==> src/design/stb_pkg.sv <==
// ----------------------------------------------------------------------------
// stb_pkg: shared types and constants of the sprite blitter
// Operation and result codes, register indexes and reset values.
// ----------------------------------------------------------------------------
package stb_pkg;

  typedef enum logic [2:0] {
    OP_NOP   = 3'd0,
    OP_LOAD  = 3'd1,
    OP_DRAW  = 3'd2,
    OP_MOVE  = 3'd3,
    OP_CLEAR = 3'd4,
    OP_SCAN  = 3'd5,
    OP_READ  = 3'd6,
    OP_SPARE = 3'd7
  } op_e;

  typedef enum logic [1:0] {
    KIND_ACK   = 2'd0,
    KIND_PAIR  = 2'd1,
    KIND_DONE  = 2'd2,
    KIND_PIXEL = 2'd3
  } kind_e;

  localparam logic [1:0] REG_WIDTH  = 2'd0;
  localparam logic [1:0] REG_HEIGHT = 2'd1;
  localparam logic [1:0] REG_COLOR  = 2'd2;

  localparam logic [7:0]  RstSpriteWidth  = 8'd16;
  localparam logic [7:0]  RstSpriteHeight = 8'd16;
  localparam logic [15:0] RstBaseColor    = 16'hF800;
  localparam int unsigned MaxResults      = 29;

  // Result item as it leaves the block.
  typedef struct packed {
    logic        last;
    logic [15:0] pixel_value;
    logic [7:0]  second_id;
    logic [7:0]  first_id;
    kind_e       kind;
  } result_t;

endpackage

==> src/design/stb_regs.sv <==
// ----------------------------------------------------------------------------
// stb_regs: configuration registers
// APB-style register file holding sprite size and base color.
// ----------------------------------------------------------------------------
module stb_regs
  import stb_pkg::*;
(
  input  logic        clk_i,
  input  logic        rst_ni,
  input  logic        psel,
  input  logic        penable,
  input  logic        pwrite,
  input  logic [3:0]  paddr,
  input  logic [31:0] pwdata,
  output logic [31:0] prdata,
  output logic        pready,
  output logic [7:0]  width_o,
  output logic [7:0]  height_o,
  output logic [15:0] color_o
);

  logic [7:0]  width_q;
  logic [7:0]  height_q;
  logic [15:0] color_q;
  logic        wr_en;

  assign pready = 1'b1;
  assign wr_en  = psel && penable && pwrite;

  // Register writes on the access cycle.
  always_ff @(posedge clk_i or negedge rst_ni) begin
    if (!rst_ni) begin
      width_q  <= RstSpriteWidth;
      height_q <= RstSpriteHeight;
      color_q  <= RstBaseColor;
    end else if (wr_en && paddr[1:0] == 2'b00) begin
      if (paddr[3:2] == REG_WIDTH)  width_q  <= pwdata[7:0];
      if (paddr[3:2] == REG_HEIGHT) height_q <= pwdata[7:0];
      if (paddr[3:2] == REG_COLOR)  color_q  <= pwdata[15:0];
    end
  end

  // Read back.
  always_comb begin
    prdata = '0;
    if (paddr[1:0] == 2'b00) begin
      if (paddr[3:2] == REG_WIDTH)  prdata = {24'd0, width_q};
      if (paddr[3:2] == REG_HEIGHT) prdata = {24'd0, height_q};
      if (paddr[3:2] == REG_COLOR)  prdata = {16'd0, color_q};
    end
  end

  assign width_o  = width_q;
  assign height_o = height_q;
  assign color_o  = color_q;

endmodule

==> config.mk <==
export PLATFORM = sky130hd
export DESIGN_NAME = stb_regs
export DESIGN_NICKNAME = d
export VERILOG_FILES = /design/src/design/stb_pkg.sv /design/src/design/stb_regs.sv
export SDC_FILE = /design/constraint.sdc
export NUM_CORES = 1
export LEC_CHECK = 0
export BUFFER_PORTS_ARGS = -buffer_cell sky130_fd_sc_hd__buf_2
export CORE_AREA = 4 4 72 74
export CTS_BUF_LIST = sky130_fd_sc_hd__clkbuf_8
export DETAILED_ROUTE_END_ITERATION = 10
export DIE_AREA = 0 0 76 78
export GPL_TIMING_DRIVEN = 1
export PLACE_DENSITY = 0.72
export SETUP_SLACK_MARGIN = 0.2
export SYNTH_ARGS = -nofsm -noshare
export SYNTH_HDL_FRONTEND = slang
export SYNTH_SLANG_ARGS = --single-unit
==> constraint.sdc <==
create_clock -name clk_i -period 1.9 [get_ports clk_i]
set_clock_uncertainty 0.1 [all_clocks]
set_input_delay 0.19 -clock clk_i [delete_from_list [all_inputs] [get_ports clk_i]]
set_output_delay 0.19 -clock clk_i [all_outputs]
set_load 0.01 [all_outputs]
# --- After elaboration in Yosys (flattened, before gate mapping) ---
# Index checks and enable logic that the tools add are counted.
totals:
  register_bits: 32
  input_bits: 41
  word_cells: 17
classes:
  eq_ne: 2
  n_mux: 4
  n_reduce_logical: 8
ops:
  columns: ["op", "count"]
  rows:
  - ["$mux W32", 3]
  - ["$mux W8", 1]
  - ["$reduce_and A2 Y1", 3]
  - ["$logic_not A2 Y1", 2]
  - ["$logic_and A1 B1 Y1", 3]
  - ["$eq A2 B1 Y1 const B", 1]
  - ["$eq A2 B2 Y1 const B", 1]

# --- Logic depth before layout (Yosys ltp) ---
# Gate-level depths: netlist of run 1.
logic_depth:
  word_depth: 5
  ltp_mapped: 5
  ltp_nobuf: 3

# --- Worst setup path after synthesis of run 1 ---
# Ideal clock, no wire load.
synth_timing:
  path_kind: "input to register"
  startpoint: "in paddr[1]"
  endpoint: "reg width_q[0], in the netlist width_o[0]"
  t_arrival_ns: 1.453
  t_required_ns: 1.675
  path_slack_ns: 0.221
  stages: 5
  path_cell_list: "or2_1 buf_6 or4_4 buf_6 mux2_4"
synth_between:
  elab_chain_cells: 3
synth_rtl:
  columns: ["item", "line_no", "text"]
  rows:
  - ["from (decl)", "stb_regs.sv:13", "input logic [3:0] paddr,"]
  - ["$logic_not A2 Y1", "stb_regs.sv:36", "end else if (wr_en && paddr[1:0] == 2'b00) begin"]
  - ["$logic_and A1 B1 Y1", "stb_regs.sv:36", null]
  - ["$reduce_and A2 Y1 (no line)", null, null]
  - ["to (signal assigned)", "stb_regs.sv:33", "width_q <= RstSpriteWidth;"]
  - ["to (signal assigned)", "stb_regs.sv:37", "if (paddr[3:2] == REG_WIDTH) width_q <= pwdata[7:0];"]
  - ["to (decl)", "stb_regs.sv:22", "logic [7:0] width_q;"]
# No other way between the ends.
# A chain may end at the register's enable or synchronous reset.

# --- Final worst setup path of run 1 ---
layout_timing:
  startpoint: "reg width_q[4], in the netlist width_o[4]"
  endpoint: "out prdata[4]"
layout_between:
  elab_chain_cells: 4
layout_rtl:
  columns: ["item", "line_no", "text"]
  rows:
  - ["$mux W8", "stb_regs.sv:47", "if (paddr[3:2] == REG_WIDTH) prdata = {24'd0, width_q};"]
  - ["$mux W32", "stb_regs.sv:48", "if (paddr[3:2] == REG_HEIGHT) prdata = {24'd0, height_q};"]
  - ["$mux W32", "stb_regs.sv:49", "if (paddr[3:2] == REG_COLOR) prdata = {16'd0, color_q};"]
  - ["$mux W32", "stb_regs.sv:46", "if (paddr[1:0] == 2'b00) begin"]
  - ["to (decl)", "stb_regs.sv:15", "output logic [31:0] prdata,"]
# No other way between the ends.

==> results.cfg, run 1 <==
[run_status]
status = completed

[pwr]
vdd_drop_max_mv = 0.428
powerDensity_nw_per_um2 = 783
leakage_nw = 1.26

[synthesis]
synthSimpleGateAreaFrac_pct = 11.1
syn_inst = 139
yosys-top-cells-area = dfrtp_1 (36%), mux2_4 (14%), dfstp_2 (11%)
synth_top_area_share_pct = 35.8
synth_compound_area_share_pct = 2.29
synth_cell_types = 22
ys_seq_elements = 32
synth_fa_ha_area_share_pct = 0
synth_top_cell_by_area = dfrtp_1
synthMuxAreaShare_pct = 28.6
synth_top_family_by_area = multiplexers
netlist_area_um2 = 1750
synth_xor_area_share_pct = 0
synth_area_per_cell_um2 = 12.6
synth_warnings = 0
yosysSeqAreaShare_pct = 46.3

[detailed_routing]
routed-via-count = 1263
viasPerCell = 4.61
drt_iter0_markers = 63
drt_pass1_iterations = 3
drt-total-wl_um = 4010
drc = 0
ant_nets = 0
wl_per_cell_um = 14.6

[worst_setup_path]
criticalPathCategory = flop to primary output
arrival_ns = 1.34
start_kind = flop
cp.required_ns = 1.61
critPathMaxFanout = 3
rr_worst_depth = 2
path_cells = mux2i_1 > or2_4 > a21oi_2 > buf_2
cp_slowest_cell = dfstp_2
critPathMaxStageDelay_ns = 0.54
end_kind = primary output

[placed_design]
hpwl_um = 2960
gp_congestion = 0.721
port_buffers = 72

[timing]
hold_viol = 0
rsz0062_at_grt = no
fmax_mhz = 614
fin_crit_ns = 1.63
period_share_pct = 85.7
setup_viol = 0
setup-tns-final_ns = 0
tightestPinTransition_ns = 0.735
slew_viol_final = 0
max_slew_margin_pct = 51.0

[clocking]
cts_tree = done
cts.sinks = 32
numCtsBuffers = 5
clk_pin_slew_worst_paths_ns = 0.06
clk_path_buf_depth = 2
clkLatencyLatePin_ns = 0.28
cts-root-buf = clkbuf_8
htreeDepth = 2

[cells_and_area]
layout-drive-gt1-share_pct = 59.1
syn2layout_area_growth_pct = 27.3
n_fill_cell = 462
n_antenna_cell = 0
layout.nets = 260
fin_util_pct = 48.4

[grt]
grt_max_degree = 33
grt_usage_pct = 14.0
grt-ovfl-total = 0
antenna_found_initial = 0
grt_pass1_vias = 1324
grt_pass1_wl_um = 6490

[floorplan]
die_w_um = 76
die_h_um = 78
core-area_um2 = 4600
start_util_pct = 38.0
core.rowCount = 25
die_area_um2 = 5930
ioPinCount = 106

[worst_hold_path]
min_path_type = input port to flop
hold_path_depth = 2

[job]
max_cap_viol_count = 0
==> where the power goes <==
part	switching (mW)	internal (mW)	leakage, nW
registers	0.0626	0.787	0.405
clock network	0.242	0.246	0.0505
logic	0.187	0.216	0.809
==> cell type report <==
class                   count  area [um^2]  area share [%]
clock inverters             3         12.5           0.562
repair buffers             83          458            20.6
inverters                   1         3.75           0.169
multi-input cells          96          805            36.2
well taps                  54         67.6            3.04
clock buffers               5         68.8            3.09
flip-flops and latches     32          810            36.4
==> cells in the final DEF, fill, tap and decap left out, drive strengths merged <==
cell type,count
a21oi,8
and2,8
and4,1
buf,82
clkbuf,5
clkinv,1
conb,17
dfrtp,25
dfstp,7
dlygate4sd3,1
inv,3
mux2,32
mux2i,8
nand2,8
nand3,1
nor2b,1
nor4b,1
or2,9
or4,2
==> kinds of logic (layout without fill, tap and decap cells) <==
kind of cell    count (synthesis)  after routing
flops                          32             32
buf+inv                        26             92
compound gates                  8              8
mux                            40             40
simple gates                   31             31
other cells                     2             17
==> flip-flops by register name (all words and copies together) (netlist names) <==
name / flops
height_o: 8
color_o: 16
width_o: 8
==> repair_timing <==
item,CTS,global route
hold buffers,1,0
buffers inserted,1,2
endpoints found under the hold margin,25,0
pin swaps,0,0
endpoints found under the setup margin,1,2
resized for setup,0,2
==> critical path, delay by kind of cell (launching register included) <==
| family | cells | cell delay (ns) |
|---|---|---|
| buffers and inverters | 1 | 0.13 |
| AND/OR/NAND/NOR | 1 | 0.23 |
| multiplexers | 1 | 0.06 |
| flip-flops | 1 | 0.54 |
| AO/OA/AOI/OAI | 1 | 0.10 |
==> synth_stat cells (all sizes together) <==
library cell  count
mux2i             8
or2               9
buf              23
clkbuf            2
or4               2
mux2             32
inv               1
nand3             1
nor2b             1
nand2             8
dfrtp            25
and4              1
a21oi             8
conb              2
nor4b             1
and2              8
dfstp             7
==> routing by layer <==
layer	global-route usage [%]	vias to the layer above	routed length [um]
li1	-	596	-
met1	15.8	617	1700
met2	24.8	43	2020
met3	4.06	7	238
met4	4.80	0	48
met5	0	-	0
==> stage by stage <==
stage | std cells | cell area [um^2] | power [mW] | setup slack (ns) | hold slack [ns]
after floorplan | 154 | 1800 | 1.10 | 0.221 | -0.206
after global placement | 262 | 2100 | 1.24 | 0.166 | 0.187
after detailed placement | 262 | 2100 | 1.26 | 0.161 | 0.200
after CTS | 272 | 2200 | 1.77 | 0.201 | 0.0166
after global routing | 274 | 2220 | 1.86 | 0.204 | 0.0207
final | 274 | 2220 | 1.74 | 0.272 | 0.0247
==> path summary, 6_finish.rpt <==
check	from	endpoint	slack, ns
worst max register to register	height_o[3]	height_o[3]	0.92
worst min register to register	color_o[8]	color_o[8]	0.40
max in group asynchronous	rst_ni	width_o[6]	0.82
worst min-delay path	pwdata[12]	color_o[12]	0.02
worst max-delay path	width_o[4]	prdata[4]	0.27
min in group asynchronous	rst_ni	width_o[5]	0.41
(Power assumes the default switching activity.)
==> run 2: changes to the inputs <==
--- a/config.mk
+++ b/config.mk
@@ -10,7 +10,7 @@
 export CTS_BUF_LIST = sky130_fd_sc_hd__clkbuf_8
 export DETAILED_ROUTE_END_ITERATION = 10
 export DIE_AREA = 0 0 76 78
-export GPL_TIMING_DRIVEN = 1
+export GPL_TIMING_DRIVEN = 0
 export PLACE_DENSITY = 0.72
 export SETUP_SLACK_MARGIN = 0.2
 export SYNTH_ARGS = -nofsm -noshare
==> run 2 against run 1 <==
  * Setup slack lost 0.018 ns
  * Sequential share of layout area shrank 2.4 points
  * Fmax shrank 1.1%
  * Largest cell class is now multi-input gates
==> results.cfg, run 2 (synthesis gave the netlist of run 1 again) <==
[worst_setup_path]
start_kind = flop
end_kind = primary output
rr_worst_depth = 2
arrival_ns = 1.36
cp.required_ns = 1.61
critPathMaxFanout = 2
timing.rr.end = height_o[4]
r2r_start = height_o[4]
rrSetupSlack_ns = 0.98
criticalPathCategory = flop to primary output

[cells_and_area]
regArea_um2 = 810
n_fill_cell = 451
mostFrequentLayoutCell = buf_2
multi_input_area_um2 = 817
layout.nets = 279
syn2layout_area_growth_pct = 36.4
largest_reg_flops = 16
layout-drive-gt1-share_pct = 62.8
layout_common_cells = buf_2 (74), dfrtp_1 (25), buf_4 (22)
n_antenna_cell = 0
fin_area_um2 = 2380

[timing]
slew_viol_final = 0
rsz0062_at_grt = yes
whs_ns = 0.0219
period_share_pct = 86.6
tightestPinTransition_ns = 0.707
setup_viol = 0
fin_crit_ns = 1.65
fmax_mhz = 608
hold_viol = 0
max_slew_margin_pct = 52.9
setup-tns-final_ns = 0

[grt]
grt_max_degree = 33
grt_use_met1_pct = 17.0
grt_pass1_vias = 1389
grt_usage_pct = 14.6
antenna_found_initial = 0
grt_use_met2_pct = 24.0
grt-ovfl-total = 0
grt_pass1_wl_um = 6720
globalRoute.busiestLayer = met2
grt_util_met3_pct = 5.45

[clocking]
cts_tree = done
cts.sinks = 32
htreeDepth = 2
numCtsBuffers = 5
clkLatencyLatePin_ns = 0.28
clk_path_buf_depth = 2
cts-root-buf = clkbuf_8
clk_pin_slew_worst_paths_ns = 0.07

[detailed_routing]
viasPerCell = 4.48
drt_iter0_markers = 27
ant_nets = 0
wl_per_cell_um = 14.1
drt-total-wl_um = 4120
routed-via-count = 1312
drc = 0
drt_pass1_iterations = 3

[floorplan]
ioPinCount = 106
start_util_pct = 38.0
core.rowCount = 25
die_h_um = 78
core-area_um2 = 4600
die_w_um = 76
die_area_um2 = 5930

[placed_design]
gp_congestion = 0.702
port_buffers = 72
hpwl_um = 3030
dpl_cell_area_um2 = 2230

[worst_hold_path]
hold_start = pwdata[8]
min_path_type = input port to flop
min_to = color_o[8]
hold_path_depth = 2

[run_status]
status = completed

[pwr]
vdd_drop_max_mv = 0.287
power_frac_seq_pct = 47.2
p_sw_mw = 0.497
p_clk_share_pct = 29.2
switching_share_pct = 27.6
internal_power_mw = 1.31
powerDensity_nw_per_um2 = 757
p_comb_share_pct = 23.6
leakage_nw = 1.37

[job]
max_cap_viol_count = 0
==> run 2: worst max-delay path, stage by stage (launching register included) <==
cell     delay, ns
dfstp_2       0.53
mux2i_1       0.06
or2_4         0.24
a21oi_2       0.12
buf_2         0.13
==> run 2: power by group through the flow <==
stage               clock network (mW)  logic [mW]  registers, mW
floorplan                            0       0.199          0.902
global route                     0.580       0.466          0.866
detailed placement                   0       0.412          0.866
CTS                              0.547       0.428          0.853
global placement                     0       0.404          0.861
finish                           0.526       0.426          0.851
==> run 2: worst max path at each step <==
stage               cells past startpoint          to         from  slack (ns)
floorplan                               5  width_o[0]     paddr[1]        0.22
global placement                        6  color_o[6]     paddr[2]       -0.24
detailed placement                      6  color_o[6]     paddr[2]       -0.29
CTS                                     6  color_o[6]     paddr[2]        0.21
global route                            4   prdata[4]  height_o[4]        0.17
finish                                  4   prdata[4]  height_o[4]        0.25
==> run 2: what timing repair did <==
action                     4_1_cts  5_1_grt
hold buffers                     1        0
setup buffers                    2        2
hold endpoints to repair        25        0
setup endpoints to repair       21       12
pin swaps                        1        1
resized for setup                4        3
==> run 2: area by class of cell <==
cell class                      instances  area share (%)
Multi-Input combinational cell         96            34.3
Sequential cell                        32            34.0
Timing Repair Buffer                   77            16.8
Buffer                                 25            8.19
Clock buffer                            6            3.46
Tap cell                               54            2.83
Clock inverter                          2           0.315
Inverter                                1           0.157
==> run 2: stage by stage <==
stage	setup WS (ns)	std cells	power, mW	utilization (%)
3_5_place_dp	-0.286	280	1.28	48.5
5_1_grt	0.167	293	1.91	51.8
6_report	0.254	293	1.80	51.8
2_1_floorplan	0.221	154	1.10	-
3_3_place_gp	-0.244	280	1.26	48.5
4_1_cts	0.215	291	1.83	51.3
==> run 2: per-layer routing <==
metal	vias up	share of wire, %
met4	0	1.6
met1	627	42
met5	-	0
met2	42	50
met3	7	5.7
li1	636	-
